==> src/trns_pkg.sv <==
package trns_pkg;

  // Width of one task handle
  localparam int TASK_W = 16;
  localparam int LEN_W  = 7;

  // Request opcodes
  localparam logic [1:0] OP_PUT   = 2'd0;
  localparam logic [1:0] OP_GET   = 2'd1;
  localparam logic [1:0] OP_STEAL = 2'd2;

  // Where a handed-out task goes
  localparam logic [1:0] DEST_CALLER = 2'd0;
  localparam logic [1:0] DEST_GLOBAL = 2'd1;
  localparam logic [1:0] DEST_THIEF  = 2'd2;

  typedef struct packed {
    logic [1:0]        opcode;
    logic [TASK_W-1:0] task_handle;
    logic              to_next_slot;
    logic              steal_next_too;
  } req_t;

  typedef struct packed {
    logic              task_present;
    logic [TASK_W-1:0] task_out;
    logic [1:0]        destination;
    logic              last_of_run;
    logic [LEN_W-1:0]  queue_length;
  } res_t;

  // Controller to datapath
  typedef struct packed {
    logic accept;  // latch the request word
    logic decide;  // apply the request, start a batch or emit its single word
    logic pop;     // emit the ring task already read, fetch the next
    logic tail;    // emit the task that did not fit
  } cmd_t;

  // Datapath to controller
  typedef struct packed {
    logic out_free;      // output register can take a word this cycle
    logic pops;          // the request reads tasks out of the ring
    logic more;          // ring reads still to issue
    logic tail_pending;  // overflow batch ends with the rejected task
  } status_t;

endpackage

==> src/task_ring_with_next_slot.sv <==
// Channel  Handshake              Word
// req      req_valid / req_stall  trns_pkg::req_t: opcode, task_handle, flags
// res      res_valid / res_stall  trns_pkg::res_t: task, destination, last, length
//
// One request at a time: a word is latched in S_IDLE and decided in S_DECIDE
// once the output register is free. A ring read (get from the ring head, steal,
// full-ring put) goes through the registered RAM read, then one task leaves per
// cycle while res_stall is low, plus the task that did not fit. res_stall
// holds the output word, and the next request is taken while it waits. Reset
// (rst, synchronous) empties the ring and the next slot; ring contents stay.
module task_ring_with_next_slot #(
  parameter int RING_DEPTH = 64
) (
  input  logic           clk,
  input  logic           rst,
  input  logic           req_valid,
  output logic           req_stall,
  input  trns_pkg::req_t req,
  output logic           res_valid,
  input  logic           res_stall,
  output trns_pkg::res_t res
);

  trns_pkg::cmd_t    cmd;
  trns_pkg::status_t st;

  trns_ctrl u_ctrl (
    .clk       (clk),
    .rst       (rst),
    .req_valid (req_valid),
    .req_stall (req_stall),
    .st        (st),
    .cmd       (cmd)
  );

  trns_dp #(
    .RING_DEPTH (RING_DEPTH)
  ) u_dp (
    .clk       (clk),
    .rst       (rst),
    .cmd       (cmd),
    .st        (st),
    .req_in    (req),
    .res_valid (res_valid),
    .res_stall (res_stall),
    .res_out   (res)
  );

endmodule

==> src/trns_ram.sv <==
module trns_ram #(
  parameter int WIDTH = 16,
  parameter int DEPTH = 64
) (
  input  logic                     clk,
  input  logic                     we,
  input  logic [$clog2(DEPTH)-1:0] waddr,
  input  logic [WIDTH-1:0]         wdata,
  input  logic                     re,
  input  logic [$clog2(DEPTH)-1:0] raddr,
  output logic [WIDTH-1:0]         rdata
);

  logic [WIDTH-1:0] mem [DEPTH];

  // Write port, and a registered read that holds while re is low
  always_ff @(posedge clk) begin
    if (we) begin
      mem[waddr] <= wdata;
    end
    if (re) begin
      rdata <= mem[raddr];
    end
  end

endmodule

==> src/trns_ctrl.sv <==
module trns_ctrl (
  input  logic               clk,
  input  logic               rst,
  input  logic               req_valid,
  output logic               req_stall,
  input  trns_pkg::status_t  st,
  output trns_pkg::cmd_t     cmd
);

  typedef enum logic [1:0] {
    S_IDLE,
    S_DECIDE,
    S_POP,
    S_TAIL
  } state_t;

  state_t state;

  // Take a request word only between requests
  assign req_stall = (state != S_IDLE);

  // Commands follow the state and the datapath status
  always_comb begin
    cmd        = '0;
    cmd.accept = (state == S_IDLE) && req_valid;
    cmd.decide = (state == S_DECIDE) && st.out_free;
    cmd.pop    = (state == S_POP) && st.out_free;
    cmd.tail   = (state == S_TAIL) && st.out_free;
  end

  // Sequence one request at a time
  always_ff @(posedge clk) begin
    if (rst) begin
      state <= S_IDLE;
    end else begin
      unique case (state)
        S_IDLE: begin
          if (req_valid) begin
            state <= S_DECIDE;
          end
        end
        S_DECIDE: begin
          if (st.out_free) begin
            state <= st.pops ? S_POP : S_IDLE;
          end
        end
        S_POP: begin
          if (st.out_free && !st.more) begin
            state <= st.tail_pending ? S_TAIL : S_IDLE;
          end
        end
        S_TAIL: begin
          if (st.out_free) begin
            state <= S_IDLE;
          end
        end
        default: begin
          state <= S_IDLE;
        end
      endcase
    end
  end

endmodule

==> src/trns_dp.sv <==
module trns_dp #(
  parameter int RING_DEPTH = 64
) (
  input  logic              clk,
  input  logic              rst,
  input  trns_pkg::cmd_t    cmd,
  output trns_pkg::status_t st,
  input  trns_pkg::req_t    req_in,
  output logic              res_valid,
  input  logic              res_stall,
  output trns_pkg::res_t    res_out
);

  localparam int AW   = $clog2(RING_DEPTH);
  localparam int CW   = $clog2(2 * RING_DEPTH);
  localparam int OW   = $clog2(RING_DEPTH + 1);
  localparam int LW   = $clog2(RING_DEPTH + 2);
  localparam int HALF = RING_DEPTH / 2;

  localparam int TW = trns_pkg::TASK_W;
  localparam int NW = trns_pkg::LEN_W;

  // Request and queue state
  trns_pkg::req_t req;
  logic [CW-1:0]  rd_cnt;
  logic [CW-1:0]  wr_cnt;
  logic           nxt_full;
  logic [TW-1:0]  nxt_task;
  logic [OW-1:0]  remaining;
  logic           tail_pending;
  logic [TW-1:0]  tail_task;
  logic [1:0]     pop_dest;
  logic [LW-1:0]  len;
  trns_pkg::res_t res_word;

  // Decision terms
  logic [CW:0]   occ_wide;
  logic [OW-1:0] occ;
  logic          is_put;
  logic          is_get;
  logic          is_steal;
  logic          full;
  logic          fill_next;
  logic [TW-1:0] put_task;
  logic          ring_write;
  logic          overflow;
  logic          get_next;
  logic          get_ring;
  logic          steal_ring;
  logic          steal_next;
  logic [OW-1:0] half_up;
  logic [OW-1:0] n_pop;
  logic          nf_after;
  logic [LW-1:0] len_after;
  logic          single_present;
  logic [1:0]    single_dest;
  logic          pops;
  logic          more;

  // Memory ports
  logic          ram_we;
  logic          ram_re;
  logic [TW-1:0] ram_rdata;
  logic          out_free;
  logic          load;

  function automatic logic [CW-1:0] bump(input logic [CW-1:0] c);
    bump = (c == CW'(2 * RING_DEPTH - 1)) ? '0 : c + 1'b1;
  endfunction

  function automatic logic [AW-1:0] slot(input logic [CW-1:0] c);
    slot = (c >= CW'(RING_DEPTH)) ? AW'(c - CW'(RING_DEPTH)) : AW'(c);
  endfunction

  // Ring occupancy from counters running modulo twice the depth
  always_comb begin
    if (wr_cnt >= rd_cnt) begin
      occ_wide = {1'b0, wr_cnt} - {1'b0, rd_cnt};
    end else begin
      occ_wide = {1'b0, wr_cnt} + (CW + 1)'(2 * RING_DEPTH) - {1'b0, rd_cnt};
    end
    occ = OW'(occ_wide);
  end

  // Classify the latched request against the current queue
  always_comb begin
    is_put     = (req.opcode == trns_pkg::OP_PUT);
    is_get     = (req.opcode == trns_pkg::OP_GET);
    is_steal   = (req.opcode == trns_pkg::OP_STEAL);
    full       = (occ == OW'(RING_DEPTH));
    fill_next  = is_put && req.to_next_slot && !nxt_full;
    put_task   = (req.to_next_slot && nxt_full) ? nxt_task : req.task_handle;
    ring_write = is_put && !fill_next && !full;
    overflow   = is_put && !fill_next && full;
    get_next   = is_get && nxt_full;
    get_ring   = is_get && !nxt_full && (occ != '0);
    steal_ring = is_steal && (occ != '0);
    steal_next = is_steal && (occ == '0) && req.steal_next_too && nxt_full;
    half_up    = occ - (occ >> 1);

    priority if (overflow) begin
      n_pop = OW'(HALF);
    end else if (get_ring) begin
      n_pop = OW'(1);
    end else if (steal_ring) begin
      n_pop = half_up;
    end else begin
      n_pop = '0;
    end
    pops = (n_pop != '0);

    priority if (is_put && req.to_next_slot) begin
      nf_after = 1'b1;
    end else if (get_next || steal_next) begin
      nf_after = 1'b0;
    end else begin
      nf_after = nxt_full;
    end

    len_after = LW'(occ) + LW'(ring_write) - LW'(n_pop) + LW'(nf_after);

    single_present = get_next || steal_next;
    single_dest    = is_steal ? trns_pkg::DEST_THIEF : trns_pkg::DEST_CALLER;
  end

  assign more     = (remaining != '0);
  assign out_free = !res_valid || !res_stall;
  assign load     = (cmd.decide && !pops) || cmd.pop || cmd.tail;
  assign ram_we   = cmd.decide && ring_write;
  assign ram_re   = (cmd.decide && pops) || (cmd.pop && more);

  always_comb begin
    st              = '0;
    st.out_free     = out_free;
    st.pops         = pops;
    st.more         = more;
    st.tail_pending = tail_pending;
  end

  trns_ram #(
    .WIDTH (TW),
    .DEPTH (RING_DEPTH)
  ) u_ring (
    .clk   (clk),
    .we    (ram_we),
    .waddr (slot(wr_cnt)),
    .wdata (put_task),
    .re    (ram_re),
    .raddr (slot(rd_cnt)),
    .rdata (ram_rdata)
  );

  // Counters, next-slot flag, batch control and output valid
  always_ff @(posedge clk) begin
    if (rst) begin
      rd_cnt       <= '0;
      wr_cnt       <= '0;
      nxt_full     <= 1'b0;
      remaining    <= '0;
      tail_pending <= 1'b0;
      res_valid    <= 1'b0;
    end else begin
      if (ram_re) begin
        rd_cnt <= bump(rd_cnt);
      end
      if (ram_we) begin
        wr_cnt <= bump(wr_cnt);
      end
      if (cmd.decide) begin
        nxt_full     <= nf_after;
        tail_pending <= overflow;
        if (pops) begin
          remaining <= n_pop - 1'b1;
        end
      end
      if (cmd.pop && more) begin
        remaining <= remaining - 1'b1;
      end
      if (cmd.tail) begin
        tail_pending <= 1'b0;
      end
      // Hold the word until taken
      if (load) begin
        res_valid <= 1'b1;
      end else if (!res_stall) begin
        res_valid <= 1'b0;
      end
    end
  end

  // Payload registers
  always_ff @(posedge clk) begin
    if (cmd.accept) begin
      req <= req_in;
    end
    if (cmd.decide) begin
      len       <= len_after;
      tail_task <= put_task;
      pop_dest  <= overflow ? trns_pkg::DEST_GLOBAL
                 : (is_steal ? trns_pkg::DEST_THIEF : trns_pkg::DEST_CALLER);
      if (is_put && req.to_next_slot) begin
        nxt_task <= req.task_handle;
      end
    end

    priority if (cmd.decide && !pops) begin
      res_word.task_present <= single_present;
      res_word.task_out     <= single_present ? nxt_task : '0;
      res_word.destination  <= single_dest;
      res_word.last_of_run  <= 1'b1;
      res_word.queue_length <= NW'(len_after);
    end else if (cmd.pop) begin
      res_word.task_present <= 1'b1;
      res_word.task_out     <= ram_rdata;
      res_word.destination  <= pop_dest;
      res_word.last_of_run  <= !more && !tail_pending;
      res_word.queue_length <= NW'(len);
    end else if (cmd.tail) begin
      res_word.task_present <= 1'b1;
      res_word.task_out     <= tail_task;
      res_word.destination  <= trns_pkg::DEST_GLOBAL;
      res_word.last_of_run  <= 1'b1;
      res_word.queue_length <= NW'(len);
    end else begin
      res_word <= res_word;
    end
  end

  assign res_out = res_word;

endmodule

==> config.mk <==
export PLATFORM = sky130hd
export DESIGN_NAME = task_ring_with_next_slot
export DESIGN_NICKNAME = d
export VERILOG_FILES = /design/src/trns_pkg.sv /design/src/task_ring_with_next_slot.sv /design/src/trns_ram.sv /design/src/trns_ctrl.sv /design/src/trns_dp.sv
export SDC_FILE = /design/constraint.sdc
export NUM_CORES = 1
export LEC_CHECK = 0
export BUFFER_PORTS_ARGS = -buffer_cell sky130_fd_sc_hd__buf_2
export CAP_MARGIN = 30
export CELL_PAD_IN_SITES_DETAIL_PLACEMENT = 1
export CELL_PAD_IN_SITES_GLOBAL_PLACEMENT = 2
export CORE_MARGIN = 2
export CORE_UTILIZATION = 48
export CTS_BUF_LIST = sky130_fd_sc_hd__clkbuf_8
export DETAILED_ROUTE_END_ITERATION = 10
export GPL_TIMING_DRIVEN = 0
export PLACE_DENSITY = 0.88
export SYNTH_ARGS = -nofsm -noshare
export SYNTH_HDL_FRONTEND = slang
export SYNTH_SLANG_ARGS = --single-unit
==> constraint.sdc <==
create_clock -name clk -period 6.51 [get_ports clk]
set_clock_uncertainty 0.05 [all_clocks]
set_input_delay 0.651 -clock clk [delete_from_list [all_inputs] [get_ports clk]]
set_output_delay 0.651 -clock clk [all_outputs]
set_load 0.05 [all_outputs]
==> out/metrics.yaml <==
cts_buffer_depth: 3
fin_area_sq_um: 52400
grt_pass1_vias: 25000
clock_sinks: 1154
power_leakage_uw: 0.0163
yosysSeqAreaShare_pct: 75.5
dpl.hpwl_um: 79300
synth_area_leader_cell: "edfxtp_1"
relSlewSlack_pct: 29.2
syn_to_final_growth_pct: 15.0
first_pass_iters: 6
finish.net_count: 2468
placed_area_sq_um: 48400
finalSetupViolCount: 0
yosys_warnings: 0
clockRootBuffer: "clkbuf_8"
power_density_nw_per_um2: 332
hold_path.class: "primary input to register"
synth_fa_ha_area_share_pct: 1.02
initial_core_util_pct: 48.2
antenna_found_initial: 6
required_ps: 6990
drtAntennaViolNets: 0
drt-initial-drc-count: 3326
tritoncts: "yes"
top_usage_layer: "met2"
wl_per_cell_um: 32.1
insertion_delay_ps: 880
maxCapViolCount: 0
met1_usage_pct: 32.9
clock.fmax_ghz: 0.161
synth_flop_cell: "edfxtp_1"
final_cells: 3811
synth-xor-area-share_pct: 0.461
drive_gt1_share_pct: 32.7
synthSimpleGateAreaFrac_pct: 2.25
numCtsBuffers: 177
crit_path_end_kind: "register"
grt-ovfl-total: 0
port_buffers: 52
peakVddDrop_uv: 211
synthArstFlopShare_pct: 0
finalCritPeriodShare_pct: 95.5
synth.net_count: 2138
hold_violations: 0
synth_common_cells: "edfxtp_1, mux4_2, nor2_1"
synth_top_area_share_pct: 74.3
place_congestion: 0.894
place_inst: 3453
grt_pass1_wl_um: 175000
yosysMostFrequentCell: "edfxtp_1"
rows: 113
cts.htree.levels: 4
avgSynthCellArea_sq_um: 21.9
vias_per_cell: 6.20
grtUsageMet3_pct: 6.45
die_h_um: 312
drt-total-wl_um: 122000
grtUsageMet2_pct: 40.0
grt_start_max_net_pins: 49
synth-edff-count: 1127
ys_ff_latch: 1154
path_class: "register to register"
cp_max_fo: 10
die_x_um: 312
grt_usage_pct: 25.0
syn_area_sq_um: 45600
arrival_ps: 6700
maxSlewViolCount: 0
synth-compound-area-share_pct: 1.97
io_pins: 53
drcViolationCount: 0
vias: 23600
ys_top_cells_by_area: "edfxtp_1, mux4_2, dfxtp_1"
fin_crit_ps: 6220
syn_inst: 2080
tightest_slew_ps: 1060
die-area_sq_um: 97400
status: "finished clean"
synth_cell_type_count: 71
crit_path_start_kind: "register"
synthMuxAreaShare_pct: 17.7
coreArea_sq_um: 94600
synth_top_family_by_area: "multiplexers"
path_clk_slew_ps: 70
==> timing repair <==
action                      CTS  global route
setup endpoints to repair  1116           188
hold endpoints to repair     20             0
gates resized for setup      55            31
hold buffers                 20             0
pin swaps                     2             3
buffers inserted              2             9
==> worst paths after layout <==
kind	from	end	slack [ps]	depth (start not counted)
setup / recovery	u_dp.rd_cnt[2]	u_dp.u_ring.mem[28][6]	290	23
hold / removal	rst	u_dp.wr_cnt[5]	120	3
setup reg to reg	u_dp.rd_cnt[2]	u_dp.u_ring.mem[28][6]	290	23
hold reg to reg	u_dp.req[8]	u_dp.nxt_task[6]	420	0
==> registers in the layout, indices dropped and copies added, names as in the netlist <==
| register | cells |
|---|---|
| u_dp.remaining | 7 |
| u_dp.req | 20 |
| u_dp.len | 7 |
| u_dp.res_out | 27 |
| u_dp.u_ring.mem | 1024 |
| u_dp.res_valid | 1 |
| u_dp.nxt_task | 16 |
| u_dp.wr_cnt | 7 |
| u_dp.tail_task | 16 |
| u_dp.pop_dest | 2 |
| u_dp.nxt_full | 1 |
| u_dp.rd_cnt | 7 |
| u_dp.tail_pending | 1 |
| u_dp.u_ring.rdata | 16 |
| u_ctrl.state | 2 |
==> critical path: stages (launching register included) <==
cell        delay (ps)
dfxtp_4            360
buf_12             160
clkinvlp_4         150
ha_1               320
buf_6              140
nand2_2             90
o21ai_4            240
a31oi_4            120
mux2i_1            160
a21o_1             210
a21o_1             200
a21o_1             170
a21o_1             200
xor2_2             190
inv_1               80
ha_1               200
nand3_2            110
a21o_1             190
o211a_1            320
and2_1             170
buf_2              190
nand2_1            600
nor2_1             980
buf_6              250
==> metrics by stage <==
stage / power (uW) / hold WS (ps) / utilization [%] / worst slack, ps / TNS (ps)
global route: 18000 / 106 / 55.4 / -42.5 / -42.5
CTS: 17300 / 43.8 / 55.0 / -142 / -11500
detailed placement: 11800 / 388 / 51.2 / -1760 / -1244370
finish: 17400 / 117 / 55.4 / 290 / 0
global placement: 11500 / 402 / 50.1 / -1700 / -1511630
floorplan: 10800 / 370 / - / 48.5 / 0
==> cell usage in the layout, fill, tap and decap left out, drive strengths merged, types with 3 or more instances in the layout <==
| master | Yosys | final |
|---|---|---|
| a21o | 14 | 14 |
| dfxtp | 27 | 27 |
| nand2b | 3 | 3 |
| or2 | 3 | 3 |
| nand3 | 17 | 17 |
| a211oi | 5 | 5 |
| a41oi | 3 | 3 |
| diode | 0 | 3 |
| a21oi | 30 | 30 |
| clkinvlp | 0 | 3 |
| nor2 | 103 | 103 |
| a32oi | 3 | 3 |
| edfxtp | 1127 | 1127 |
| clkbuf | 61 | 239 |
| nand4 | 3 | 3 |
| clkinv | 0 | 60 |
| buf | 40 | 175 |
| mux4 | 336 | 336 |
| nor3 | 12 | 12 |
| fa | 5 | 5 |
| mux2i | 23 | 23 |
| o21bai | 3 | 3 |
| o21a | 5 | 5 |
| dlygate4sd3 | 0 | 20 |
| xnor2 | 15 | 15 |
| a31oi | 4 | 4 |
| o21ai | 34 | 34 |
| ha | 29 | 29 |
| nand2 | 49 | 49 |
| and2 | 7 | 7 |
| inv | 35 | 102 |
| or3 | 4 | 4 |
| xor2 | 9 | 9 |
| and3 | 11 | 11 |
| mux2 | 23 | 23 |
| o31ai | 5 | 5 |
==> per-layer routing <==
layer | up-vias | wire, um
met5 | - | 34
met4 | 4 | 4800
met3 | 252 | 12100
met2 | 1516 | 60000
met1 | 12400 | 45400
li1 | 9422 | -
==> power breakdown <==
group          switching, uW  total, uW  internal (uW)
clock network           2950       5590           2640
registers               71.0       8640           8570
logic                   1940       3150           1210
total                   4960      17400          12400
==> final cells by class <==
type	instances	area, sq um
diodes	3	7.51
fillers	8173	42200
clock buffers	182	2500
flip-flops and latches	1154	34400
plain buffers	96	423
clock inverters	130	689
inverters	35	143
multi-input cells	790	11000
well taps	1265	1580
repair buffers	156	1650
==> kinds of logic (layout without fill, tap and decap cells) <==
logic type / count (synthesis) / after routing
DFF: 1154 / 1154
other: 0 / 3
xor gates and xnor gates: 24 / 24
and+or+nand+nor: 222 / 222
muxes: 382 / 382
AOI/OAI and AO/OA: 128 / 128
buffers and inverters: 136 / 599
adders and majority gates: 34 / 34
Power figures use the tool's default switching activity.
